[src/rtl/gpps_pkg.sv]
// Shared types, constants and tables for the GBM price path step block.
package gpps_pkg;

    localparam int PRICE_W       = 40;
    localparam int SAMPLE_W      = 16;
    localparam int IDX_W         = 16;
    localparam int LOG_W         = 40;
    localparam int DRIFT_W       = 22;
    localparam int VOL_W         = 19;
    localparam int TIME_W        = 23;
    localparam int STEPS_W       = 16;
    localparam int DT_W          = 39;
    localparam int DIFF_W        = 32;
    localparam int CFG_IDX_W     = 3;
    localparam int CFG_DATA_W    = 40;
    localparam int Q_DEPTH       = 2;
    localparam int TAYLOR_TERMS  = 13;

    localparam int DEF_PRICE_FRAC_BITS  = 16;
    localparam int DEF_SAMPLE_FRAC_BITS = 12;

    // ln2 and log2(e) in fixed point
    localparam logic [32:0] LN2_Q32   = 33'd2977044472;
    localparam logic [29:0] LN2_Q30   = 30'd744261118;
    localparam logic [30:0] LOG2E_Q30 = 31'd1549082005;
    // exp argument limit, 32.0 with 24 fraction bits
    localparam logic signed [LOG_W-1:0] EXP_LIM = 40'sd536870912;

    typedef enum logic [CFG_IDX_W-1:0] {
        CFG_DRIFT_RATE    = 3'd0,
        CFG_VOLATILITY    = 3'd1,
        CFG_INITIAL_PRICE = 3'd2,
        CFG_START_TIME    = 3'd3,
        CFG_END_TIME      = 3'd4,
        CFG_STEP_COUNT    = 3'd5
    } t_cfg_reg;

    typedef struct packed {
        logic signed [DRIFT_W-1:0] drift_rate;
        logic [VOL_W-1:0]          volatility;
        logic [PRICE_W-1:0]        initial_price;
        logic [TIME_W-1:0]         start_time;
        logic [TIME_W-1:0]         end_time;
        logic [STEPS_W-1:0]        step_count;
    } t_cfg;

    typedef struct packed {
        logic signed [SAMPLE_W-1:0] sample;
        logic                       start;
        logic [IDX_W-1:0]           idx;
        logic                       last;
    } t_item;

    typedef struct packed {
        logic  valid;
        t_item item;
    } t_push;

    typedef struct packed {
        logic empty;
        logic full;
    } t_q_status;

    typedef enum logic [4:0] {
        S_IDLE,
        S_DIV,
        S_DRIFT_M,
        S_DRIFT_A,
        S_DRIFT_SUM,
        S_SQRT,
        S_DIFF,
        S_LN_NORM,
        S_LN_SQ,
        S_LN_MUL,
        S_STEP_MUL,
        S_STEP_SUM,
        S_EXP_MUL,
        S_EXP_Z,
        S_TAY_A,
        S_TAY_B,
        S_TAY_C,
        S_EXP_SHIFT,
        S_OUT
    } t_back_state;

    // floor((2^32-1)/k); the quotient estimate is then at most one low
    function automatic logic [31:0] f_recip(input logic [3:0] k);
        logic [31:0] r;
        case (k)
            4'd2:    r = 32'd2147483647;
            4'd3:    r = 32'd1431655765;
            4'd4:    r = 32'd1073741823;
            4'd5:    r = 32'd858993459;
            4'd6:    r = 32'd715827882;
            4'd7:    r = 32'd613566756;
            4'd8:    r = 32'd536870911;
            4'd9:    r = 32'd477218588;
            4'd10:   r = 32'd429496729;
            4'd11:   r = 32'd390451572;
            4'd12:   r = 32'd357913941;
            4'd13:   r = 32'd330382099;
            default: r = 32'd4294967295;
        endcase
        return r;
    endfunction

endpackage

[src/rtl/gpps_queue.sv]
// Short queue of tagged sample words between front and back end.
module gpps_queue (
    input  logic                  i_clk,
    input  logic                  i_rst_n,
    input  gpps_pkg::t_push       i_push,
    input  logic                  i_pop,
    output gpps_pkg::t_item       o_item,
    output gpps_pkg::t_q_status   o_status
);
    import gpps_pkg::*;

    localparam int AW = (Q_DEPTH > 1) ? $clog2(Q_DEPTH) : 1;
    localparam int CW = $clog2(Q_DEPTH + 1);

    t_item           r_mem [Q_DEPTH];
    logic [AW-1:0]   r_wr;
    logic [AW-1:0]   r_rd;
    logic [CW-1:0]   r_cnt;
    logic            w_push;
    logic            w_pop;

    assign o_status.empty = (r_cnt == '0);
    assign o_status.full  = (r_cnt == CW'(Q_DEPTH));
    assign w_push = i_push.valid && !o_status.full;
    assign w_pop  = i_pop && !o_status.empty;
    assign o_item = r_mem[r_rd];

    always_ff @(posedge i_clk) begin
        if (w_push) begin
            r_mem[r_wr] <= i_push.item;
        end
    end

    always_ff @(posedge i_clk) begin
        if (!i_rst_n) begin
            r_wr  <= '0;
            r_rd  <= '0;
            r_cnt <= '0;
        end else begin
            if (w_push) begin
                r_wr <= (r_wr == AW'(Q_DEPTH - 1)) ? '0 : r_wr + 1'b1;
            end
            if (w_pop) begin
                r_rd <= (r_rd == AW'(Q_DEPTH - 1)) ? '0 : r_rd + 1'b1;
            end
            case ({w_push, w_pop})
                2'b10:   r_cnt <= r_cnt + 1'b1;
                2'b01:   r_cnt <= r_cnt - 1'b1;
                default: r_cnt <= r_cnt;
            endcase
        end
    end

endmodule

[config.mk]
export PLATFORM = sky130hd
export DESIGN_NAME = gpps_queue
export DESIGN_NICKNAME = d
export VERILOG_FILES = /design/src/rtl/gpps_pkg.sv /design/src/rtl/gpps_queue.sv
export SDC_FILE = /design/constraint.sdc
export NUM_CORES = 1
export LEC_CHECK = 0
export ABC_AREA = 1
export BUFFER_PORTS_ARGS = -buffer_cell sky130_fd_sc_hd__buf_4
export CAP_MARGIN = 20
export CORE_MARGIN = 2
export CORE_UTILIZATION = 52
export CTS_CLUSTER_DIAMETER = 50
export CTS_CLUSTER_SIZE = 8
export DETAILED_ROUTE_END_ITERATION = 8
export PLACE_DENSITY = 0.9
export SYNTH_ARGS = -nofsm -noshare
export SYNTH_HDL_FRONTEND = slang
export SYNTH_SLANG_ARGS = --single-unit
[constraint.sdc]
create_clock -name i_clk -period 3 [get_ports i_clk]
set_input_delay 0.15 -clock i_clk [delete_from_list [all_inputs] [get_ports i_clk]]
set_output_delay 0.15 -clock i_clk [all_outputs]
set_load 0.1 [all_outputs]
==> impl_metrics.yaml <==
outcome:
  status: "finished, final reports clean"
worst_setup_path:
  start_kind: "flip-flop"
  max_stage_delay_ps: 860
  cp_max_fo: 26
  cp-end-kind: "primary output"
  reg2reg_depth: 6
  crit_path_frequent_cell: "buf_4"
  worstPathCellList: "buf_4 > mux2_4 > buf_4"
  crit_type: "flip-flop to primary output"
  arrival_ps: 2060
  worst_ep_required_time_ps: 2850
  cp_slowest_cell: "dfxtp_2"
timing:
  tns_ps: 0
  worstMarginPinSlew_ps: 816.9
  rsz0062_at_grt: "no"
  finalSetupViolCount: 0
  fin_skew_ps: 5.375
  max_slew_margin: 0.4554
  drv_slew: 0
  hold_violations: 0
  min_period_ps: 2208
  timing.final.crit_share: 0.7360
  clock.fmax_ghz: 0.4529
finish:
  fillers: 319
  area_growth_pct: 39.32
  multi_input_area_um2: 618.1
  postLayoutCellArea_mm2: 0.003981
  n_antenna_cell: 0
  drive_above_1_share: 0.4684
  nets: 303
  final_cells: 339
  post-route-util: 0.7649
  regArea_mm2: 0.002143
route:
  via_count: 1603
  antenna_left: 0
  drt-total-wl_um: 4898
  dr.pass1.iters: 4
  drtIter0Drc: 72
  viasPerCell: 4.729
  drc: 0
  wl_per_cell_um: 14.45
floorplanning:
  die_y_um: 78.13
  die_w_um: 78.13
  die-area_mm2: 0.006104
  core_mm2: 0.005205
  start_util: 0.5490
  ios: 74
  rows: 26
worst_hold_path:
  hold_depth: 3
  hold_path.class: "input port to flip-flop"
synthesis:
  synth_simple_gate_area_frac: 0.03240
  syn_area_per_cell_um2: 19.57
  yosysTopAreaCell: "edfxtp_1"
  synth-xor-area-share: 0
  synth-seq-cells: 73
  synth.top_cells.by_count: "edfxtp_1, mux2_4, nor2_1"
  yosysUniqueCellTypes: 16
  synth.area.top_cells: "edfxtp_1, mux2_4, dfxtp_1"
  synth_top_family_by_area: "multiplexers"
  yosysWarnings: 0
  ys_async_sr_fraction: 0
  yosysMostFrequentCell: "edfxtp_1"
  synth_mux_area_frac: 0.1734
  synthesis.nets: 185
  synth_edf_count: 68
  synthFlopType: "edfxtp_1"
  yosysSeqAreaShare: 0.7496
  syn-instance-count: 146
  yosysTopAreaCellShare: 0.7145
  synthAdderAreaFrac: 0.004378
  synth_compound_area_frac: 0.003503
  synth.cell_area_mm2: 0.002858
clocking:
  cts_buffer_depth: 2
  htreeDepth: 3
  root_buffer: "clkbuf_8"
  cts_tree: "yes"
  cts.clk_slew.worst_paths_ps: 70
  cts_sinks: 73
  clk_latency_ps: 330
  cts_buffers: 9
  post_cts_buffers: 0
place:
  io_buffer_count: 73
  dp_cells: 289
  placed_area_mm2: 0.003461
  dp_hpwl_um: 3102
  place.gp.congestion: 0.7146
pwr:
  power_mw: 3.431
  power_density_mw_per_mm2: 861.7
  ir_worst_vdd_v: 0.0006471
  power_leakage_nw: 1.611
global_route:
  grt_max_degree: 35
  antenna_found_initial: 0
  grt_pass1_wl_um: 7590
  grt_pass1_vias: 1659
  grt_overflow: 0
  grt_util_all_layers: 0.1696
flow_run:
  maxCapViolCount: 0
## state kept, by name, summed over array words and instances (netlist names), named ones only
register / flops
r_mem: 68
r_cnt: 2
r_rd: 1
r_wr: 1
## worst max-delay path: cells and delay by family, from the launching register on
kind,cells,cell delay (ps)
multiplexers,1,320
buffers and inverters,2,530
flip-flops,1,860
## path summary, 6_finish.rpt
check / startpoint / to / slack [ps]
worst min register to register: r_cnt[1] / r_cnt[1] / 510
worst min-delay path: i_rst_n / r_wr / 80
worst max-delay path: flip-flop / o_item[15] / 790
worst max register to register: r_cnt[1] / r_mem[0][4] / 1240
## power breakdown
part	switching [mW]	leakage [nW]	total, mW	internal [mW]
sequential	0.0717	0.677	1.32	1.25
combinational	1.02	0.848	1.41	0.390
clock	0.321	0.0853	0.704	0.383
total	1.41	1.61	3.43	2.02
## per-layer routing
layer  vias to the layer above  part of all wire  track usage
met5                         -                 0            0
met4                         0             0.012      0.08421
met3                         7             0.052      0.04368
met2                        50              0.55       0.3060
met1                       771              0.39       0.1845
li1                        775                 -            -
## logic make-up after synthesis
group	Yosys count
AOI/OAI and AO/OA	2
adders and majority gates	1
buffers and inverters	13
DFF	73
muxes	34
and+or+nand+nor	23
## final cells by class
| cell class | count | share of cell area |
|---|---|---|
| Multi-Input combinational cell | 60 | 0.1552 |
| Tap cell | 70 | 0.02200 |
| Sequential cell | 73 | 0.5383 |
| Clock inverter | 3 | 0.01037 |
| Timing Repair Buffer | 111 | 0.2307 |
| Clock buffer | 13 | 0.03488 |
| Inverter | 9 | 0.008485 |
## cells in the final DEF (no fill, tap or decap), drive strengths merged
| cell | n |
|---|---|
| bufinv | 1 |
| dlygate4sd3 | 34 |
| clkbuf | 13 |
| clkinvlp | 1 |
| nor2 | 13 |
| mux2 | 34 |
| edfxtp | 68 |
| nand3 | 1 |
| nand4 | 1 |
| dfxtp | 5 |
| a21oi | 1 |
| o21ai | 1 |
| clkinv | 1 |
| ha | 1 |
| buf | 77 |
| inv | 9 |
| nand2 | 8 |
## metrics by stage
stage               hold WS [ps]  worst slack, ps
finish                     75.22            792.1
global route               73.58            684.3
CTS                       0.8641            751.5
detailed placement         337.6             1136
global placement           335.8             1151
floorplan                  248.9            19.80
## timing repair
action | CTS | global route
hold buffers | 32 | 2
hold endpoints to repair | 64 | 4
gates resized for setup | 0 | 0
Note: power is estimated with default switching activity, not from simulation.
