--- src/rtl/gpps_pkg.sv ---
// Shared types, constants and tables for the GBM price path step block.
package gpps_pkg;

    localparam int PRICE_W       = 40;
    localparam int SAMPLE_W      = 16;
    localparam int IDX_W         = 16;
    localparam int LOG_W         = 40;
    localparam int DRIFT_W       = 22;
    localparam int VOL_W         = 19;
    localparam int TIME_W        = 23;
    localparam int STEPS_W       = 16;
    localparam int DT_W          = 39;
    localparam int DIFF_W        = 32;
    localparam int CFG_IDX_W     = 3;
    localparam int CFG_DATA_W    = 40;
    localparam int Q_DEPTH       = 2;
    localparam int TAYLOR_TERMS  = 13;

    localparam int DEF_PRICE_FRAC_BITS  = 16;
    localparam int DEF_SAMPLE_FRAC_BITS = 12;

    // ln2 and log2(e) in fixed point
    localparam logic [32:0] LN2_Q32   = 33'd2977044472;
    localparam logic [29:0] LN2_Q30   = 30'd744261118;
    localparam logic [30:0] LOG2E_Q30 = 31'd1549082005;
    // exp argument limit, 32.0 with 24 fraction bits
    localparam logic signed [LOG_W-1:0] EXP_LIM = 40'sd536870912;

    typedef enum logic [CFG_IDX_W-1:0] {
        CFG_DRIFT_RATE    = 3'd0,
        CFG_VOLATILITY    = 3'd1,
        CFG_INITIAL_PRICE = 3'd2,
        CFG_START_TIME    = 3'd3,
        CFG_END_TIME      = 3'd4,
        CFG_STEP_COUNT    = 3'd5
    } t_cfg_reg;

    typedef struct packed {
        logic signed [DRIFT_W-1:0] drift_rate;
        logic [VOL_W-1:0]          volatility;
        logic [PRICE_W-1:0]        initial_price;
        logic [TIME_W-1:0]         start_time;
        logic [TIME_W-1:0]         end_time;
        logic [STEPS_W-1:0]        step_count;
    } t_cfg;

    typedef struct packed {
        logic signed [SAMPLE_W-1:0] sample;
        logic                       start;
        logic [IDX_W-1:0]           idx;
        logic                       last;
    } t_item;

    typedef struct packed {
        logic  valid;
        t_item item;
    } t_push;

    typedef struct packed {
        logic empty;
        logic full;
    } t_q_status;

    typedef enum logic [4:0] {
        S_IDLE,
        S_DIV,
        S_DRIFT_M,
        S_DRIFT_A,
        S_DRIFT_SUM,
        S_SQRT,
        S_DIFF,
        S_LN_NORM,
        S_LN_SQ,
        S_LN_MUL,
        S_STEP_MUL,
        S_STEP_SUM,
        S_EXP_MUL,
        S_EXP_Z,
        S_TAY_A,
        S_TAY_B,
        S_TAY_C,
        S_EXP_SHIFT,
        S_OUT
    } t_back_state;

    // floor((2^32-1)/k); the quotient estimate is then at most one low
    function automatic logic [31:0] f_recip(input logic [3:0] k);
        logic [31:0] r;
        case (k)
            4'd2:    r = 32'd2147483647;
            4'd3:    r = 32'd1431655765;
            4'd4:    r = 32'd1073741823;
            4'd5:    r = 32'd858993459;
            4'd6:    r = 32'd715827882;
            4'd7:    r = 32'd613566756;
            4'd8:    r = 32'd536870911;
            4'd9:    r = 32'd477218588;
            4'd10:   r = 32'd429496729;
            4'd11:   r = 32'd390451572;
            4'd12:   r = 32'd357913941;
            4'd13:   r = 32'd330382099;
            default: r = 32'd4294967295;
        endcase
        return r;
    endfunction

endpackage

--- src/rtl/gpps_front.sv ---
// Front end: accepts sample words, tracks the step within the path, tags each word.
module gpps_front (
    input  logic                                    i_clk,
    input  logic                                    i_rst_n,
    input  logic                                    i_valid,
    output logic                                    o_ready,
    input  logic signed [gpps_pkg::SAMPLE_W-1:0]    i_normal_sample,
    input  logic [gpps_pkg::STEPS_W-1:0]            i_step_count,
    input  gpps_pkg::t_q_status                     i_q_status,
    output gpps_pkg::t_push                         o_push
);
    import gpps_pkg::*;

    logic [IDX_W-1:0] r_counter;
    logic [IDX_W-1:0] n_counter;
    logic             w_last;
    logic             w_take;

    // a step count of zero behaves as one: counter+1 >= 0 always holds
    assign w_last  = ({1'b0, r_counter} + 17'd1) >= {1'b0, i_step_count};
    assign o_ready = !i_q_status.full;
    assign w_take  = i_valid && o_ready;

    always_comb begin
        o_push.valid       = w_take;
        o_push.item.sample = i_normal_sample;
        o_push.item.start  = (r_counter == '0);
        o_push.item.idx    = r_counter;
        o_push.item.last   = w_last;
        n_counter = r_counter;
        if (w_take) begin
            n_counter = w_last ? '0 : r_counter + 1'b1;
        end
    end

    always_ff @(posedge i_clk) begin
        if (!i_rst_n) begin
            r_counter <= '0;
        end else begin
            r_counter <= n_counter;
        end
    end

endmodule

--- config.mk ---
export PLATFORM = sky130hd
export DESIGN_NAME = gpps_front
export DESIGN_NICKNAME = d
export VERILOG_FILES = /design/src/rtl/gpps_pkg.sv /design/src/rtl/gpps_front.sv
export SDC_FILE = /design/constraint.sdc
export NUM_CORES = 1
export LEC_CHECK = 0
export ABC_CLOCK_PERIOD_IN_PS = 3800
export CORE_MARGIN = 10
export CORE_UTILIZATION = 57
export CTS_CLUSTER_DIAMETER = 60
export DETAILED_ROUTE_END_ITERATION = 10
export DONT_BUFFER_PORTS = 1
export HOLD_SLACK_MARGIN = 0.03
export PLACE_DENSITY = 0.75
export SYNTH_ARGS = -nofsm -noshare
export SYNTH_HDL_FRONTEND = slang
export SYNTH_SLANG_ARGS = --single-unit
--- constraint.sdc ---
create_clock -name i_clk -period 3.8 [get_ports i_clk]
set_clock_uncertainty 0.15 [all_clocks]
set_input_delay 0.57 -clock i_clk [delete_from_list [all_inputs] [get_ports i_clk]]
set_output_delay 0.57 -clock i_clk [all_outputs]
set_load 0.02 [all_outputs]
==> Implementation_results.wiki <==
{| class="wikitable"
! Metric !! Value
|-
| Remaining Overflow, GRT || 0
|-
| First-pass GRT wire length || 6620 microns
|-
| Overall global routing resource usage || 15.3%
|-
| Most frequent CP cell || and3_4
|-
| Routed WL || 4050 microns
|-
| Count of unresolved DRC violations after routing || 0
|-
| Category of the most critical setup path || reg -> out
|-
| Fraction of met2 tracks used by global routing || 26.8%
|-
| Yosys warning total || 0
|-
| Total of endpoints with negative setup slack in the final report || 1
|-
| Area growth from synthesis to layout || 8.39%
|-
| Number of optimization iterations in the first detailed-route pass || 4
|-
| Dominant register cell in the synthesized netlist || dfxtp_1
|-
| Setup slack at placement || 0.112 ns
|-
| Total CTS buffers || 3
|-
| Clock latency of the later-clocked register in the worst-skew pair || 0.30 ns
|-
| Busiest grt layer || met2
|-
| Max H-tree Level || 1
|-
| HPWL after DPL || 3240 microns
|-
| Class of the most critical hold timing path || in -> reg
|-
| Worst-Margin Slew || 0.699 ns
|-
| Maximum root-to-sink buffer count || 2
|-
| Final clock period utilization by the worst path || 100%
|-
| Launching element type of the critical path || flip-flop
|-
| Violation count after the first detailed-route iteration || 82
|-
| Category of the worst setup path capture point || primary output
|-
| Biggest registers after layout || r_counter (16)
|-
| CP required || 3.08 ns
|-
| Placement Rows || 19
|-
| Area of the core region || 0.00271 sq mm
|-
| Netlist cell types || 38
|-
| Starting density of the core || 58.4%
|-
| Unrepaired setup endpoints after global routing || true
|-
| Headroom to the max-slew limit || 53.3%
|-
| Routability congestion estimate || 0.855
|-
| Share of cells above drive strength 1 || 24.9%
|-
| Sequential fraction of the synthesis area || 20.3%
|-
| Max reg flops || 16
|-
| Maximum Capacitance Violations || 0
|-
| Cell type with the largest total area after synthesis || dfxtp_1
|-
| Fmax || 262 MHz
|-
| Setup TNS || -0.0190 ns
|-
| Net total in the final layout || 258
|-
| Count of endpoints failing hold in the final timing report || 0
|-
| Register clock-pin slew on the reported worst setup and hold paths || 0.10 ns
|-
| Clock tree from TritonCTS || yes
|-
| Total via count after detailed routing || 1,393
|-
| Via count of the first global-routing pass || 1,436
|-
| Largest voltage drop on the vdd net || 143 uV
|-
| Peak fanout along the critical path || 5
|-
| Clock Sink Count || 16
|-
| Horiz. Die Dim || 72.7 microns
|-
| Count of mapped cells out of synthesis || 203
|-
| Count of flip-flops with a built-in enable after synthesis || 0
|-
| Most instantiated cells after synthesis || inv_1, buf_4, ha_1
|-
| Root cell of the clock tree || clkbuf_4
|-
| Antenna diode count || 0
|-
| Power density over cell area || 184 mW/mm^2
|-
| Cells along the critical path || ha_4, and3_4, and3_4, and3_4, and3_4, xor2_1, ha_1, nand2_1, or3_4, or3_4, o21a_1, nand2_2
|-
| Highest-delay cell along the critical path || or3_4
|-
| LEAKAGE || 0.865 nW
|-
| Result of the run || complete, but fails checks
|-
| Pin count of the biggest net entering global routing || 15
|-
| Global Route met3 Usage || 7.07%
|-
| Initial antenna violation count || 0
|-
| Vias per std cell || 6.00
|-
| Total nets after synthesis || 258
|-
| Routed len/inst || 17.4 microns
|-
| Number of I/O pins || 73
|-
| Die height || 72.7 microns
|-
| Die ar. || 0.00528 sq mm
|-
| Data arrival time of the worst path || 3.10 ns
|-
| Most used standard cell by instance count after synthesis || inv_1
|-
| Final min period || 3.82 ns
|-
| Synth top area cells || dfxtp_1, ha_1, buf_4
|-
| Failing checks || negative setup slack
|-
| Antenna-violating nets left || 0
|-
| Final max-slew violation count || 0
|-
| Met1 Resource Use GR || 15.7%
|-
| Ys async rst share || 0%
|-
| Synth top area share || 20.3%
|-
| Port Buffers || 0
|-
| Flip-flop and latch count after synthesis || 16
|-
| Maximum cell stage delay along the critical path || 0.38 ns
|-
| Mean instance size in the synthesized netlist || 7.79 sq um
|-
| Syn Std Cell Area || 0.00158 sq mm
|-
| Register ranked first by flip-flop count || r_counter
|-
| Final worst slack || -0.0190 ns
|}
## per-layer routing
| layer | routed length [microns] | part of all wire, % |
|---|---|---|
| met1 | 1540 | 38 |
| met2 | 2000 | 49 |
| met3 | 441 | 11 |
| met4 | 58 | 1.4 |
| met5 | 0 | 0 |
## stage by stage
stage	instance area, sq um	instances	hold WS [ns]	utilization, %	total power, mW
floorplan	1590	203	0.386	-	0.236
global placement	1580	225	0.435	58.2	0.219
detailed placement	1580	225	0.457	58.2	0.222
CTS	1650	230	0.326	61.0	0.317
global route	1710	232	0.366	63.3	0.333
finish	1710	232	0.328	63.3	0.316
## layout by cell type, fill, tap and decap left out, types with 3 or more instances in the layout
cell type,netlist,final
and3_4,0,5
nand4_1,3,3
a21oi_1,8,8
a22o_1,9,9
o21ai_1,3,3
ha_1,18,17
o21ai_0,7,7
nand3_1,10,8
o21a_1,3,3
xor2_1,5,5
nor2b_1,5,5
clkbuf_4,0,3
buf_4,19,20
a21o_1,4,4
nor2_1,8,6
dfxtp_1,16,12
inv_1,23,23
nand2_1,17,16
xnor2_1,9,8
nor3_1,3,3
nor2_2,1,3
## worst paths after layout
path	start	to	slack [ns]	cells after the start
setup reg to reg	r_counter[0]	r_counter[2]	0.20	15
setup / recovery	r_counter[0]	o_push[0]	-0.02	12
hold / removal	i_rst_n	r_counter[12]	0.33	2
hold reg to reg	r_counter[3]	r_counter[3]	0.39	1
## worst max-delay path, delay by kind of cell, from the launching register on
kind / cells / cell delay, ns
fa+ha+maj: 2 / 0.46
compound gates: 1 / 0.20
xor+xnor: 1 / 0.14
simple gates: 8 / 1.64
flops: 1 / 0.37
## cell type report
cell class                      instances  area (sq um)
Multi-Input combinational cell        137          1060
Timing Repair Buffer                   22           176
Inverter                               23          86.3
Fill cell                             235           996
Tap cell                               31          38.8
Clock buffer                            3          22.5
Sequential cell                        16           330
## cells by family (layout without fill, tap and decap cells)
logic type                 Yosys count  in the layout  share of synthesized area, %
DFF                                 16             16                          20.3
and+or+nand+nor                     61             61                          19.9
adders and majority gates           18             18                          14.2
buffers and inverters               50             48                          17.0
AOI/OAI and AO/OA                   44             44                          20.8
xor gates and xnor gates            14             14                          7.75
## power breakdown
part	internal (mW)	leakage (nW)	total, mW	switching, mW
clock	0.0370	0.0138	0.0947	0.0577
sequential	0.168	0.132	0.170	0.00167
combinational	0.0186	0.720	0.0512	0.0326
total	0.224	0.865	0.316	0.0919
## repair_timing
action / in CTS / in global routing
buffers inserted: 2 / 2
endpoints found under the setup margin: 1 / 8
hold buffers: 0 / 0
cloned: 0 / 0
hold endpoints to repair: 0 / 0
pin swaps: 4 / 9
resized for setup: 9 / 12
No activity file was read; power rests on OpenSTA's default activity.
